## src/rtl/core/cvm_pkg.sv

```systemverilog
// Package for the cell velocity moments block.
// Widths, constants and the command/status structs shared by all modules.
package cvm_pkg;

  localparam int unsigned VelW       = 24;
  localparam int unsigned MaxPerCell = 65536;
  localparam int unsigned CntW       = 17;
  localparam int unsigned SumW       = 40;
  localparam int unsigned SqW        = 64;
  localparam int unsigned ScaleW     = 32;
  localparam int unsigned TempW      = 32;
  localparam int unsigned DivW       = 64;
  localparam int unsigned ItW        = $clog2(DivW);
  localparam int unsigned NumComp    = 3;
  localparam int unsigned CompW      = 2;
  localparam int unsigned InDataW    = 3 * VelW;
  localparam int unsigned OutDataW   = 192;
  localparam int unsigned AddrW      = 3;

  localparam logic [ScaleW-1:0] TempScaleReset = ScaleW'(2067611);
  localparam logic [AddrW-1:0]  AddrTempScale  = AddrW'(0);

  typedef struct packed {
    logic             acc;
    logic             clear;
    logic             ld_mean_div;
    logic             st_mean;
    logic             div_step;
    logic             mul_m;
    logic             st_var;
    logic             mul_lo;
    logic             mul_hi;
    logic             st_temp;
    logic             out_load;
    logic [CompW-1:0] comp;
  } cmd_t;

  typedef struct packed {
    logic out_busy;
  } status_t;

endpackage

```

## src/rtl/core/cvm_ctrl.sv

```systemverilog
// Sequencer for the cell velocity moments block.
// Drives cvm_dp through cvm_pkg::cmd_t; uses cvm_pkg.
module cvm_ctrl (
  input  logic            clk_i,
  input  logic            rst_ni,
  input  logic            in_valid_i,
  input  logic            in_last_i,
  output logic            in_ready_o,
  input  cvm_pkg::status_t status_i,
  output cvm_pkg::cmd_t    cmd_o
);

  typedef enum logic [3:0] {
    StAcc, StLdM, StDivM, StStM, StDivQ, StMulM, StVar, StMulL, StMulH, StTemp, StDone
  } state_e;

  state_e                      state_q;
  logic [cvm_pkg::CompW-1:0]   comp_q;
  logic [cvm_pkg::ItW-1:0]     it_q;

  always_ff @(posedge clk_i or negedge rst_ni) begin
    if (!rst_ni) begin
      state_q <= StAcc;
      comp_q  <= '0;
      it_q    <= '0;
    end else begin
      unique case (state_q)
        StAcc: begin
          comp_q <= '0;
          if (in_valid_i && in_last_i) state_q <= StLdM;
        end
        StLdM: begin
          it_q    <= '0;
          state_q <= StDivM;
        end
        StDivM: begin
          it_q <= it_q + 1'b1;
          if (it_q == '1) state_q <= StStM;
        end
        StStM: begin
          it_q    <= '0;
          state_q <= StDivQ;
        end
        StDivQ: begin
          it_q <= it_q + 1'b1;
          if (it_q == '1) state_q <= StMulM;
        end
        StMulM: state_q <= StVar;
        StVar:  state_q <= StMulL;
        StMulL: state_q <= StMulH;
        StMulH: state_q <= StTemp;
        StTemp: begin
          if (comp_q == cvm_pkg::CompW'(cvm_pkg::NumComp - 1)) begin
            state_q <= StDone;
          end else begin
            comp_q  <= comp_q + 1'b1;
            state_q <= StLdM;
          end
        end
        StDone: begin
          if (!status_i.out_busy) state_q <= StAcc;
        end
        default: state_q <= StAcc;
      endcase
    end
  end

  assign in_ready_o = (state_q == StAcc);

  always_comb begin
    cmd_o             = '0;
    cmd_o.comp        = comp_q;
    cmd_o.acc         = (state_q == StAcc) && in_valid_i;
    cmd_o.ld_mean_div = (state_q == StLdM);
    cmd_o.div_step    = (state_q == StDivM) || (state_q == StDivQ);
    cmd_o.st_mean     = (state_q == StStM);
    cmd_o.mul_m       = (state_q == StMulM);
    cmd_o.st_var      = (state_q == StVar);
    cmd_o.mul_lo      = (state_q == StMulL);
    cmd_o.mul_hi      = (state_q == StMulH);
    cmd_o.st_temp     = (state_q == StTemp);
    cmd_o.out_load    = (state_q == StDone) && !status_i.out_busy;
    cmd_o.clear       = cmd_o.out_load;
  end

endmodule

```

## config.mk

```make
export PLATFORM = sky130hd
export DESIGN_NAME = cvm_ctrl
export DESIGN_NICKNAME = d
export VERILOG_FILES = /design/src/rtl/core/cvm_pkg.sv /design/src/rtl/core/cvm_ctrl.sv
export SDC_FILE = /design/constraint.sdc
export NUM_CORES = 1
export LEC_CHECK = 0
export ABC_AREA = 1
export BUFFER_PORTS_ARGS = -buffer_cell sky130_fd_sc_hd__clkbuf_2
export CORE_MARGIN = 2
export CORE_UTILIZATION = 45
export DETAILED_ROUTE_END_ITERATION = 6
export PLACE_DENSITY = 0.78
export SLEW_MARGIN = 10
export SYNTH_ARGS = -nofsm -noshare
export SYNTH_HDL_FRONTEND = slang
export SYNTH_SLANG_ARGS = --single-unit
```

## constraint.sdc

```tcl
create_clock -name clk_i -period 1.2 [get_ports clk_i]
set_clock_uncertainty 0.15 [all_clocks]
set_input_delay 0.12 -clock clk_i [delete_from_list [all_inputs] [get_ports clk_i]]
set_output_delay 0.12 -clock clk_i [all_outputs]
set_load 0.03 [all_outputs]
```

# Yosys cells after proc, flatten, opt, wreduce, memory -nomap -nowiden
# Index checks and enable logic that the tools add are counted.
# classes
div,0
shifts,0
add_sub_neg,2
muxes,9
bitwise,0
magnitude_cmp,0
n_reduce_logical,12
multipliers,0
eq_ne,17
# ops
op,count
$pmux 4 s11,1
$mux 4,5
$eq 4x3->1 const B,4
$eq 4x4->1 const B,3
$pmux 6 s2,1
$eq 4x2->1 const B,2
$ne 2x2->1 const B,4
$add 6x1->6 const B,1
$eq 6x6->1 const B,1
$eq 4x1->1 const B,1
$logic_not 4->1,1
$pmux 2 s2,1
$reduce_and 4->1,1
$reduce_bool 2->1,2
$reduce_or 2->1,2
$logic_and 1x1->1,3
$add 2x1->2 const B,1
$eq 2x2->1 const B,1
$mux 2,1
$ne 2x1->1 const B,1
$reduce_and 2->1,1
$logic_not 1->1,1
$logic_or 1x1->1,1
# totals
latchBits,0
rom_bits,0
ram_bits,0
n_memories,0
regBits,12
word_cells,43
output_inout_bits,14
in_bits,5

# Longest topological paths before layout
# Gate-level depths: netlist of the first run.
# logic_depth
word_depth,3
mapped_depth,9
depth_no_buf,9

# Worst setup path before layout of the first run
# OpenSTA, ideal clock, no wires.
# synth_path
kind,register to output
start,reg state_q[0]
end,out cmd_o[11] (netlist bit)
n_path_buf,1
arrival_ns,1.568
required_time_ns,0.930
stages_incl_launch_ff,5
slack_ns,-0.638
path_cell_list,dfrtp_1 -> inv_1 -> nand2_1 -> nor3_1 -> buf_4
# synth_lines
element,line,source
from (decl),cvm_ctrl.sv:17,state_e state_q;
from (signal assigned),cvm_ctrl.sv:23,state_q <= StAcc;
from (signal assigned),cvm_ctrl.sv:30,if (in_valid_i && in_last_i) state_q <= StLdM;
from (signal assigned),cvm_ctrl.sv:34,state_q <= StDivM;
to (decl),cvm_ctrl.sv:10,output cvm_pkg::cmd_t cmd_o

==> metrics.csv, run 1 <==
metric,value,unit
outcome,finished with violations,
failing checks,negative setup slack,
worst skew pair latency,290,ps
Area Overhead vs Synth,91.1,%
largest net degree at the start of global routing,13,
Max Freq,582,MHz
crit-path cells,inv_1 -> nand2_4 -> inv_1 -> nand2_1 -> inv_2 -> clkbuf_8,
DP HPWL,1390,µm
Die Wd,44.7,µm
I/O pin total,19,
DR vias,1084,
Least-Margin Pin Slew,411,ps
Clock transition at path regs,80,ps
post-synthesis sequential area ratio,0.402,
Worst Setup SP,state_q[0]$_DFFE_PN0P_,
crit end category,output pin,
CTS Buffer Depth,2,
initial DRC count,79,
layout cells sized above 1,0.571,
DP Area,0.00101,mm²
fillers,44,
predominant post-synthesis flop cell,dfrtp_1,
"commonest cells after routing, fill and taps aside","24 x nand2_1, 22 x buf_4, 11 x inv_1, 11 x buf_6, 10 x nand3_1",
crit start category,register,
R2R Path Start,state_q[3]$_DFFE_PN0P_,
Crit Path Class,register to output pin,
main area contributors after synthesis,"dfrtp_1 40%, nand2_1 17%, inv_1 7.5%, nand3_1 7.4%, nor2_1 7.0%",
crit-path max FO,3,
port bufs,18,
TritonCTS clock tree,built,
Overall Global Routing Usage,0.284,
pre-CTS WS,-236,ps
core area,0.00152,mm²
Synth Warn #,0,
Die Area,0.00200,mm²
final antenna-violating net count,0,
vias per inst,6.06,
syn nets,117,
post-layout util,0.937,
"Design Area, Final",0.00143,mm²
first-pass GRT wire length,4030,µm
post-synth top area share,0.402,
Crit path top cell by count,inv_1,
antenna violations before repair,0,
Syn Inst Count,110,
max_cap viols,0,
largest stage delay on the critical path,440,ps
worst min path class,primary input to asynchronous set/reset pin,
cts bufs inserted,3,
Required @ worst endpoint,930,ps
synthesized area,747,µm²
Cell Pwr Density,499,mW/mm²
"commonest non-fill, non-tap cell in the layout",nand2_1,
Die H,44.7,µm
setup ws final,-518,ps
"Slowest-stage cell, CP",dfrtp_1,
n_diodes,0,
WL/cell,21.0,µm
H-tree levels,1,
Routed WL,3760,µm
Worst EP arrival,1450,ps
worst vdd ir,0.000881,V
Initial Util,0.490,
RSZ-0062 raised after global routing,yes,
final hold viol count,0,
Critical path buffers and inverters,4,
Netlist cell types,17,
Root Buffer,clkbuf_4,
"FF+latch count, synth",12,
max_slew headroom,0.724,
# rows,14,
overflow left after global routing,0,
clk sinks,12,
ys async rst share,1.00,
max-slew violations,0,
Synth area leader,dfrtp_1,
DR pass1 iterations,7,
# setup viols final,26,
cell family contributing the most delay on the critical path,buffers and inverters,
Worst R2R Setup Slack,-510,ps
drt drc,0,
fin nets,171,
P_leak,0.000705,µW
RD Place Congestion,0.843,
post-route minimum period,1720,ps
setup TNS,-9240,ps
period utilization,1.43,
vias in the first global route,899,
Post-synth EDFFs,0,
mean post-synth cell area,6.79,µm²
total power,712,µW
## repair_timing
action                                 in CTS  in global routing
gates resized for setup                    47                 31
setup buffers                              13                  5
pin swaps                                  12                 11
setup endpoints to repair                  26                 26
cloned                                      0                  0
endpoints found under the hold margin      12                  0
hold buffers                                1                  0
## worst reg2reg max path: stages, from the launching register on
cell,delay (ps)
dfrtp_1,420
inv_2,110
nand2_4,110
nor2_4,50
buf_4,140
o21ai_1,340
nand2_2,130
nand2_1,90
nand2_1,50
## flip-flops by register name (all words and copies together) (netlist names)
name and flops:
comp_q 2, state_q 4, it_q 6
## through the flow
step                      hold slack, ps  cells
after global routing                 113    179
after floorplan                     -326    110
after CTS                            108    174
after detailed placement            -126    158
final                               92.1    179
after global placement              -129    158
## logic make-up after synthesis
group                    after synthesis  synth area share
AO/OA/AOI/OAI                         10            0.0770
adder cells (fa/ha/maj)                2            0.0335
buffers and inverters                 20             0.106
flip-flops                            12             0.402
AND/OR/NAND/NOR                       66             0.382
## final cells by class
class	instances	area [µm²]	area share
Sequential cell	12	304	0.213
Timing Repair Buffer	50	494	0.346
Multi-Input combinational cell	78	507	0.355
Clock buffer	4	26.3	0.0184
Inverter	19	76.3	0.0535
Tap cell	16	20.0	0.0140
## synthesized netlist by cell type, types with 2 or more instances
cell     count
nand2_1     33
inv_1       15
nor2_1      14
dfrtp_1     12
nand3_1     11
o21ai_0      5
inv_2        4
nor2_2       4
o21ai_1      3
ha_1         2
## metal layers
metal,GRT usage,vias up,wire [µm]
met1,0.353,479,1330
met2,0.481,118,1750
met5,0,-,0
li1,-,448,-
met3,0.0520,39,421
met4,0.121,0,250
## path summary, 6_finish.rpt
path,to,depth (start not counted)
max,cmd_o[6],6
min,it_q[1]$_DFFE_PN0P_,2
max reg2reg,state_q[1]$_DFFE_PN0P_,8
min in group clk_i,state_q[3]$_DFFE_PN0P_,5
max in group asynchronous,state_q[1]$_DFFE_PN0P_,2
min reg2reg,it_q[2]$_DFFE_PN0P_,2
## power breakdown
part / switching, µW / internal [µW]
Combinational: 15.1 / 7.45
Clock: 157 / 129
Sequential: 0 / 404
Total: 172 / 541
Power figures use the tool's default switching activity.
==> inputs of run 2 (changes only) <==
SKIP_CTS_REPAIR_TIMING = 1   (was not set)
TNS_END_PERCENT = 10   (was not set)
==> run 2 against run 1 <==
Effect of this change:
- the run still ends with negative setup slack left
- global-route usage shrank 6.5 points
- critical path depth is the same
- flip-flop and latch count is the same
- highest routed layer unchanged
==> metrics.csv, run 2 (same netlist as run 1, synthesis figures left out) <==
metric,value,unit,change
P_leak,0.000596,µW,-15%
post-route minimum period,1680,ps,-40.0 ps
Overall Global Routing Usage,0.219,,-0.0653
first-pass GRT wire length,2990,µm,-26%
"Slowest-stage cell, CP",dfrtp_1,,
max reg flops,6,,unchanged
"commonest non-fill, non-tap cell in the layout",nand2_1,,
P_int,541,µW,about the same
worst min path class,primary input to register,,
vias in the first global route,747,,-17%
Required @ worst endpoint,930,ps,about the same
cts bufs inserted,3,,unchanged
R2R Path Start,state_q[1]$_DFFE_PN0P_,,
fillers,116,,+160%
initial DRC count,23,,-71%
area occupied by multi-input gates,454,µm²,-10%
Top reg by flops,it_q,,
antenna violations before repair,0,,unchanged
clk sinks,12,,unchanged
Critical path buffers and inverters,3,,-1
max_slew headroom,0.791,,+0.0668
Crit Path Class,register to output pin,,
DP HPWL,1460,µm,+4.4%
"commonest cells after routing, fill and taps aside","26 x nand2_1, 23 x buf_4, 14 x inv_1",,
outcome,finished with violations,,
Die Area,0.00200,mm²,unchanged
Clock transition at path regs,80,ps,about the same
max_cap viols,0,,unchanged
I/O pin total,19,,unchanged
layout cells sized above 1,0.473,,-0.0972
TritonCTS clock tree,built,,
final antenna-violating net count,0,,unchanged
fin nets,158,,-7.6%
Die Wd,44.7,µm,unchanged
drt drc,0,,unchanged
setup ws final,-478,ps,+40.0 ps
largest net degree at the start of global routing,13,,unchanged
Sw Share,0.229,,-0.0117
Die H,44.7,µm,unchanged
register area,304,µm²,unchanged
core area,0.00152,mm²,unchanged
worst skew pair latency,290,ps,about the same
largest stage delay on the critical path,450,ps,about the same
crit-path cells,nor2_2 -> inv_2 -> nor2_4 -> nor2_2 -> inv_2 -> buf_6,,
# rows,14,,unchanged
# setup viols final,25,,-3.8%
Worst Setup SP,state_q[1]$_DFFE_PN0P_,,
"Design Area, Final",0.00116,mm²,-18%
crit start category,register,,
crit end category,output pin,,
Finished Layout Cells,166,,-7.3%
n_diodes,0,,unchanged
worst vdd ir,0.000457,V,-48%
Psw,161,µW,-6.3%
period utilization,1.40,,-0.0333
vias per inst,5.06,,-16%
RSZ-0062 raised after global routing,yes,,
Routed WL,2100,µm,-44%
Root Buffer,clkbuf_4,,
setup TNS,-6870,ps,+2370 ps
Cell Pwr Density,603,mW/mm²,+21%
failing checks,negative setup slack,,
port bufs,18,,unchanged
min-delay src,status_i,,
CTS Buffer Depth,2,,unchanged
WL/cell,12.6,µm,-40%
overflow left after global routing,0,,unchanged
Worst EP arrival,1410,ps,-40 ps
Area Overhead vs Synth,55.8,%,
Max Freq,596,MHz,+2.4%
DP Area,997,µm²,-1.7%
RD Place Congestion,0.816,,-3.1%
Clk network pwr share,0.395,,-0.006
cell family contributing the most delay on the critical path,flip-flops,,
Flop pwr share,0.575,,+0.008
DR pass1 iterations,4,,-3
Largest regs,"it_q x6, state_q x4, comp_q x2",,
DR vias,840,,-23%
Initial Util,0.490,,unchanged
final hold viol count,0,,unchanged
Least-Margin Pin Slew,313,ps,-97.4 ps
logic gate share of total power,0.030,,-0.002
total power,702,µW,-1.5%
H-tree levels,1,,unchanged
Inst Count DP,157,,-0.63%
max-slew violations,0,,unchanged
crit-path max FO,5,,+2
==> run 2: cell count changes in the layout (fill, tap and decap cells not counted), moves of 4 or more <==
cell	change
nor2_1	+5
buf_6	-5
nor2_4	-4
buf_8	-8
clkbuf_8	-4
nand2_4	-5
==> run 2: tightest hold or removal path, delay by kind of cell <==
family | cells | cell delay [ps]
AND/OR/NAND/NOR | 2 | 200
buffers and inverters | 1 | 110
==> run 2: power groups by stage <==
stage          clock (µW)  sequential [µW]  combinational [µW]
6_report              277              404                20.8
3_5_place_dp            0              412                18.2
5_1_grt               298              404                23.6
2_1_floorplan           0              412                1.78
4_1_cts               290              404                18.2
3_3_place_gp            0              412                17.4
==> run 2: area by class of cell <==
cell class	count	share of cell area
Clock buffer	4	0.0226
Multi-Input combinational cell	78	0.390
Tap cell	16	0.0172
Inverter	19	0.0613
Sequential cell	12	0.261
Timing Repair Buffer	37	0.247
==> run 2: final timing paths <==
path	endpoint	slack (ps)	cells after the start
hold reg to reg	it_q[3]$_DFFE_PN0P_	360	2
max in group asynchronous	state_q[2]$_DFFE_PN0P_	540	2
hold / removal	state_q[3]$_DFFE_PN0P_	30	3
setup / recovery	cmd_o[8]	-480	6
setup reg to reg	it_q[1]$_DFFE_PN0P_	-340	9
min in group asynchronous	it_q[2]$_DFFE_PN0P_	100	2
==> run 2: through the flow <==
stage | setup WS [ps] | hold slack (ps) | utilization
6_report | -478 | 33.4 | 0.764
5_1_grt | -553 | 51.0 | 0.764
3_5_place_dp | -242 | -125 | 0.654
4_1_cts | -534 | -446 | 0.672
3_3_place_gp | -193 | -129 | 0.654
2_1_floorplan | -176 | -326 | -
==> run 2: layer usage <==
| metal | vias to the layer above | GRT usage | share of wire |
|---|---|---|---|
| li1 | 420 | - | - |
| met3 | 6 | 0.0600 | 0.040 |
| met5 | - | 0 | 0 |
| met1 | 395 | 0.242 | 0.40 |
| met4 | 0 | 0.127 | 0.021 |
| met2 | 19 | 0.374 | 0.53 |
==> inputs of run 3 (changes only) <==
BUFFER_PORTS_ARGS = not set   (was -buffer_cell sky130_fd_sc_hd__clkbuf_2)
CORE_UTILIZATION = 50   (was 45)
DONT_BUFFER_PORTS = 1   (was not set)
PLACE_DENSITY = 0.75   (was 0.78)
==> run 3 against run 2 <==
Effect of this change:
- the run still ends with negative setup slack left
- cell count shrank 3.6%
- global-route usage grew 0.53 points
- non-clock buffer count shrank 5
- total power grew 5.5%
- worst hold slack gained 7.6 ps
- clock-buffer cell count is the same
- combinational power shrank 43%
- setup slack gained 6.5 ps
- wire length grew 8.0%
- core utilization grew 9.8 points
- sequential share of layout area grew 0.11 points
- largest power group unchanged
==> metrics.csv, run 3 (same netlist as run 1, synthesis figures left out) <==
metric,value,unit,change
DP HPWL,1470,µm,+0.75%
Top reg by flops,it_q,,
Die Wd,42.7,µm,-4.7%
"commonest cells after routing, fill and taps aside","27 x nand2_1, 23 x buf_4, 12 x inv_1",,
Crit path top cell by count,buf_4,,
met1 Usage GRT,0.289,,+0.0475
initial DRC count,43,,+87%
largest net degree at the start of global routing,13,,unchanged
Largest regs,"it_q x6, state_q x4, comp_q x2",,
crit end category,output pin,,
RSZ-0062 raised after global routing,yes,,
Worst EP arrival,1400,ps,about the same
DR pass1 iterations,4,,unchanged
GR Util met3,0.0638,,+0.00383
GR peak layer,met2,,
worst vdd ir,0.000669,V,+47%
crit-path max FO,4,,-1
setup TNS,-6780,ps,+89.3 ps
layout cells sized above 1,0.476,,+0.00253
Initial Util,0.553,,+0.0631
core area,0.00135,mm²,-11%
max-slew violations,0,,unchanged
# setup viols final,24,,-4.0%
Area Overhead vs Synth,55.8,%,unchanged
Cell Pwr Density,636,mW/mm²,+5.5%
antenna violations before repair,0,,unchanged
DR vias,845,,+0.60%
H-tree levels,1,,unchanged
vias per inst,5.28,,+4.4%
Inst Count DP,150,,-4.5%
TritonCTS clock tree,built,,
GR Layer Usage met2,0.367,,-0.00725
WL/cell,14.1,µm,+12%
max_slew headroom,0.623,,-0.168
period utilization,1.39,,-0.00541
crit start category,register,,
CTS Buffer Depth,2,,unchanged
post-route minimum period,1670,ps,-6.50 ps
Die Area,0.00182,mm²,-9.1%
worst skew pair latency,280,ps,about the same
vias in the first global route,769,,+2.9%
clk sinks,12,,unchanged
crit-path cells,inv_2 -> nand2_1 -> buf_4 -> nor2_1 -> buf_4,,
setup ws final,-472,ps,+6.50 ps
cts bufs inserted,3,,unchanged
Die H,42.7,µm,-4.7%
n_diodes,0,,unchanged
RD Place Congestion,0.838,,+2.6%
Max Freq,598,MHz,+0.39%
Least-Margin Pin Slew,564,ps,+251 ps
final hold viol count,0,,unchanged
"commonest non-fill, non-tap cell in the layout",nand2_1,,
outcome,finished with violations,,
final antenna-violating net count,0,,unchanged
Finished Layout Cells,160,,-3.6%
max reg flops,6,,unchanged
I/O pin total,19,,unchanged
drt drc,0,,unchanged
port bufs,0,,-18
Crit Path Class,register to output pin,,
Clock transition at path regs,80,ps,about the same
max_cap viols,0,,unchanged
fin nets,153,,-3.2%
first-pass GRT wire length,3080,µm,+3.0%
largest stage delay on the critical path,450,ps,about the same
# rows,13,,-1
Root Buffer,clkbuf_4,,
worst min path class,primary input to register,,
Critical path buffers and inverters,3,,unchanged
overflow left after global routing,0,,unchanged
P_leak,0.000586,µW,-1.8%
failing checks,negative setup slack,,
Overall Global Routing Usage,0.224,,+0.00525
"Slowest-stage cell, CP",dfrtp_2,,
cell family contributing the most delay on the critical path,flip-flops,,
fillers,79,,-32%
Required @ worst endpoint,930,ps,about the same
Routed WL,2260,µm,+8.0%
hold slack final,41.0,ps,+7.57 ps
run 3: power by group:
part | internal [µW] | total, µW | switching, µW
Combinational | 3.04 | 11.9 | 8.89
Sequential | 404 | 404 | 0
Clock | 184 | 324 | 140
run 3: per-stage QoR:
stage                      util  total power, µW  instance area (µm²)  worst slack, ps
after CTS                 0.783              738                 1060             -485
after global placement    0.756              414                 1020             -145
after global routing      0.862              763                 1160             -508
after floorplan               -              414                  793             -176
final                     0.862              740                 1160             -472
after detailed placement  0.756              414                 1020             -183
run 3: worst min-delay path, stage by stage:
cell	delay, ps
nand3_1	110
buf_4	120
nand3_1	80
run 3: final cells by class:
| type | count | area, µm² | area share |
|---|---|---|---|
| multi-input cells | 78 | 437 | 0.375 |
| well taps | 15 | 18.8 | 0.0161 |
| clock buffers | 4 | 36.3 | 0.0312 |
| flip-flops and latches | 12 | 305 | 0.262 |
| inverters | 19 | 76.3 | 0.0656 |
| repair buffers | 32 | 290 | 0.249 |
run 3: final timing paths:
kind | from | to | slack, ps | cells past startpoint
worst max-delay path | state_q[3]$_DFFE_PN0P_ | cmd_o[10] | -470 | 5
worst min-delay path | status_i | state_q[3]$_DFFE_PN0P_ | 40 | 3
worst max register to register | state_q[3]$_DFFE_PN0P_ | it_q[3]$_DFFE_PN0P_ | -290 | 8
worst min register to register | it_q[3]$_DFFE_PN0P_ | it_q[3]$_DFFE_PN0P_ | 370 | 2
max in group asynchronous | rst_ni | comp_q[0]$_DFFE_PN0P_ | 370 | 1
min in group asynchronous | rst_ni | it_q[1]$_DFFE_PN0P_ | 120 | 1
run 3: routing by layer:
layer | wire, µm | share of wire | up-vias
li1 | - | - | 411
met1 | 867 | 0.38 | 388
met2 | 1230 | 0.54 | 42
met3 | 141 | 0.062 | 4
met4 | 27 | 0.012 | 0
met5 | 0 | 0 | -
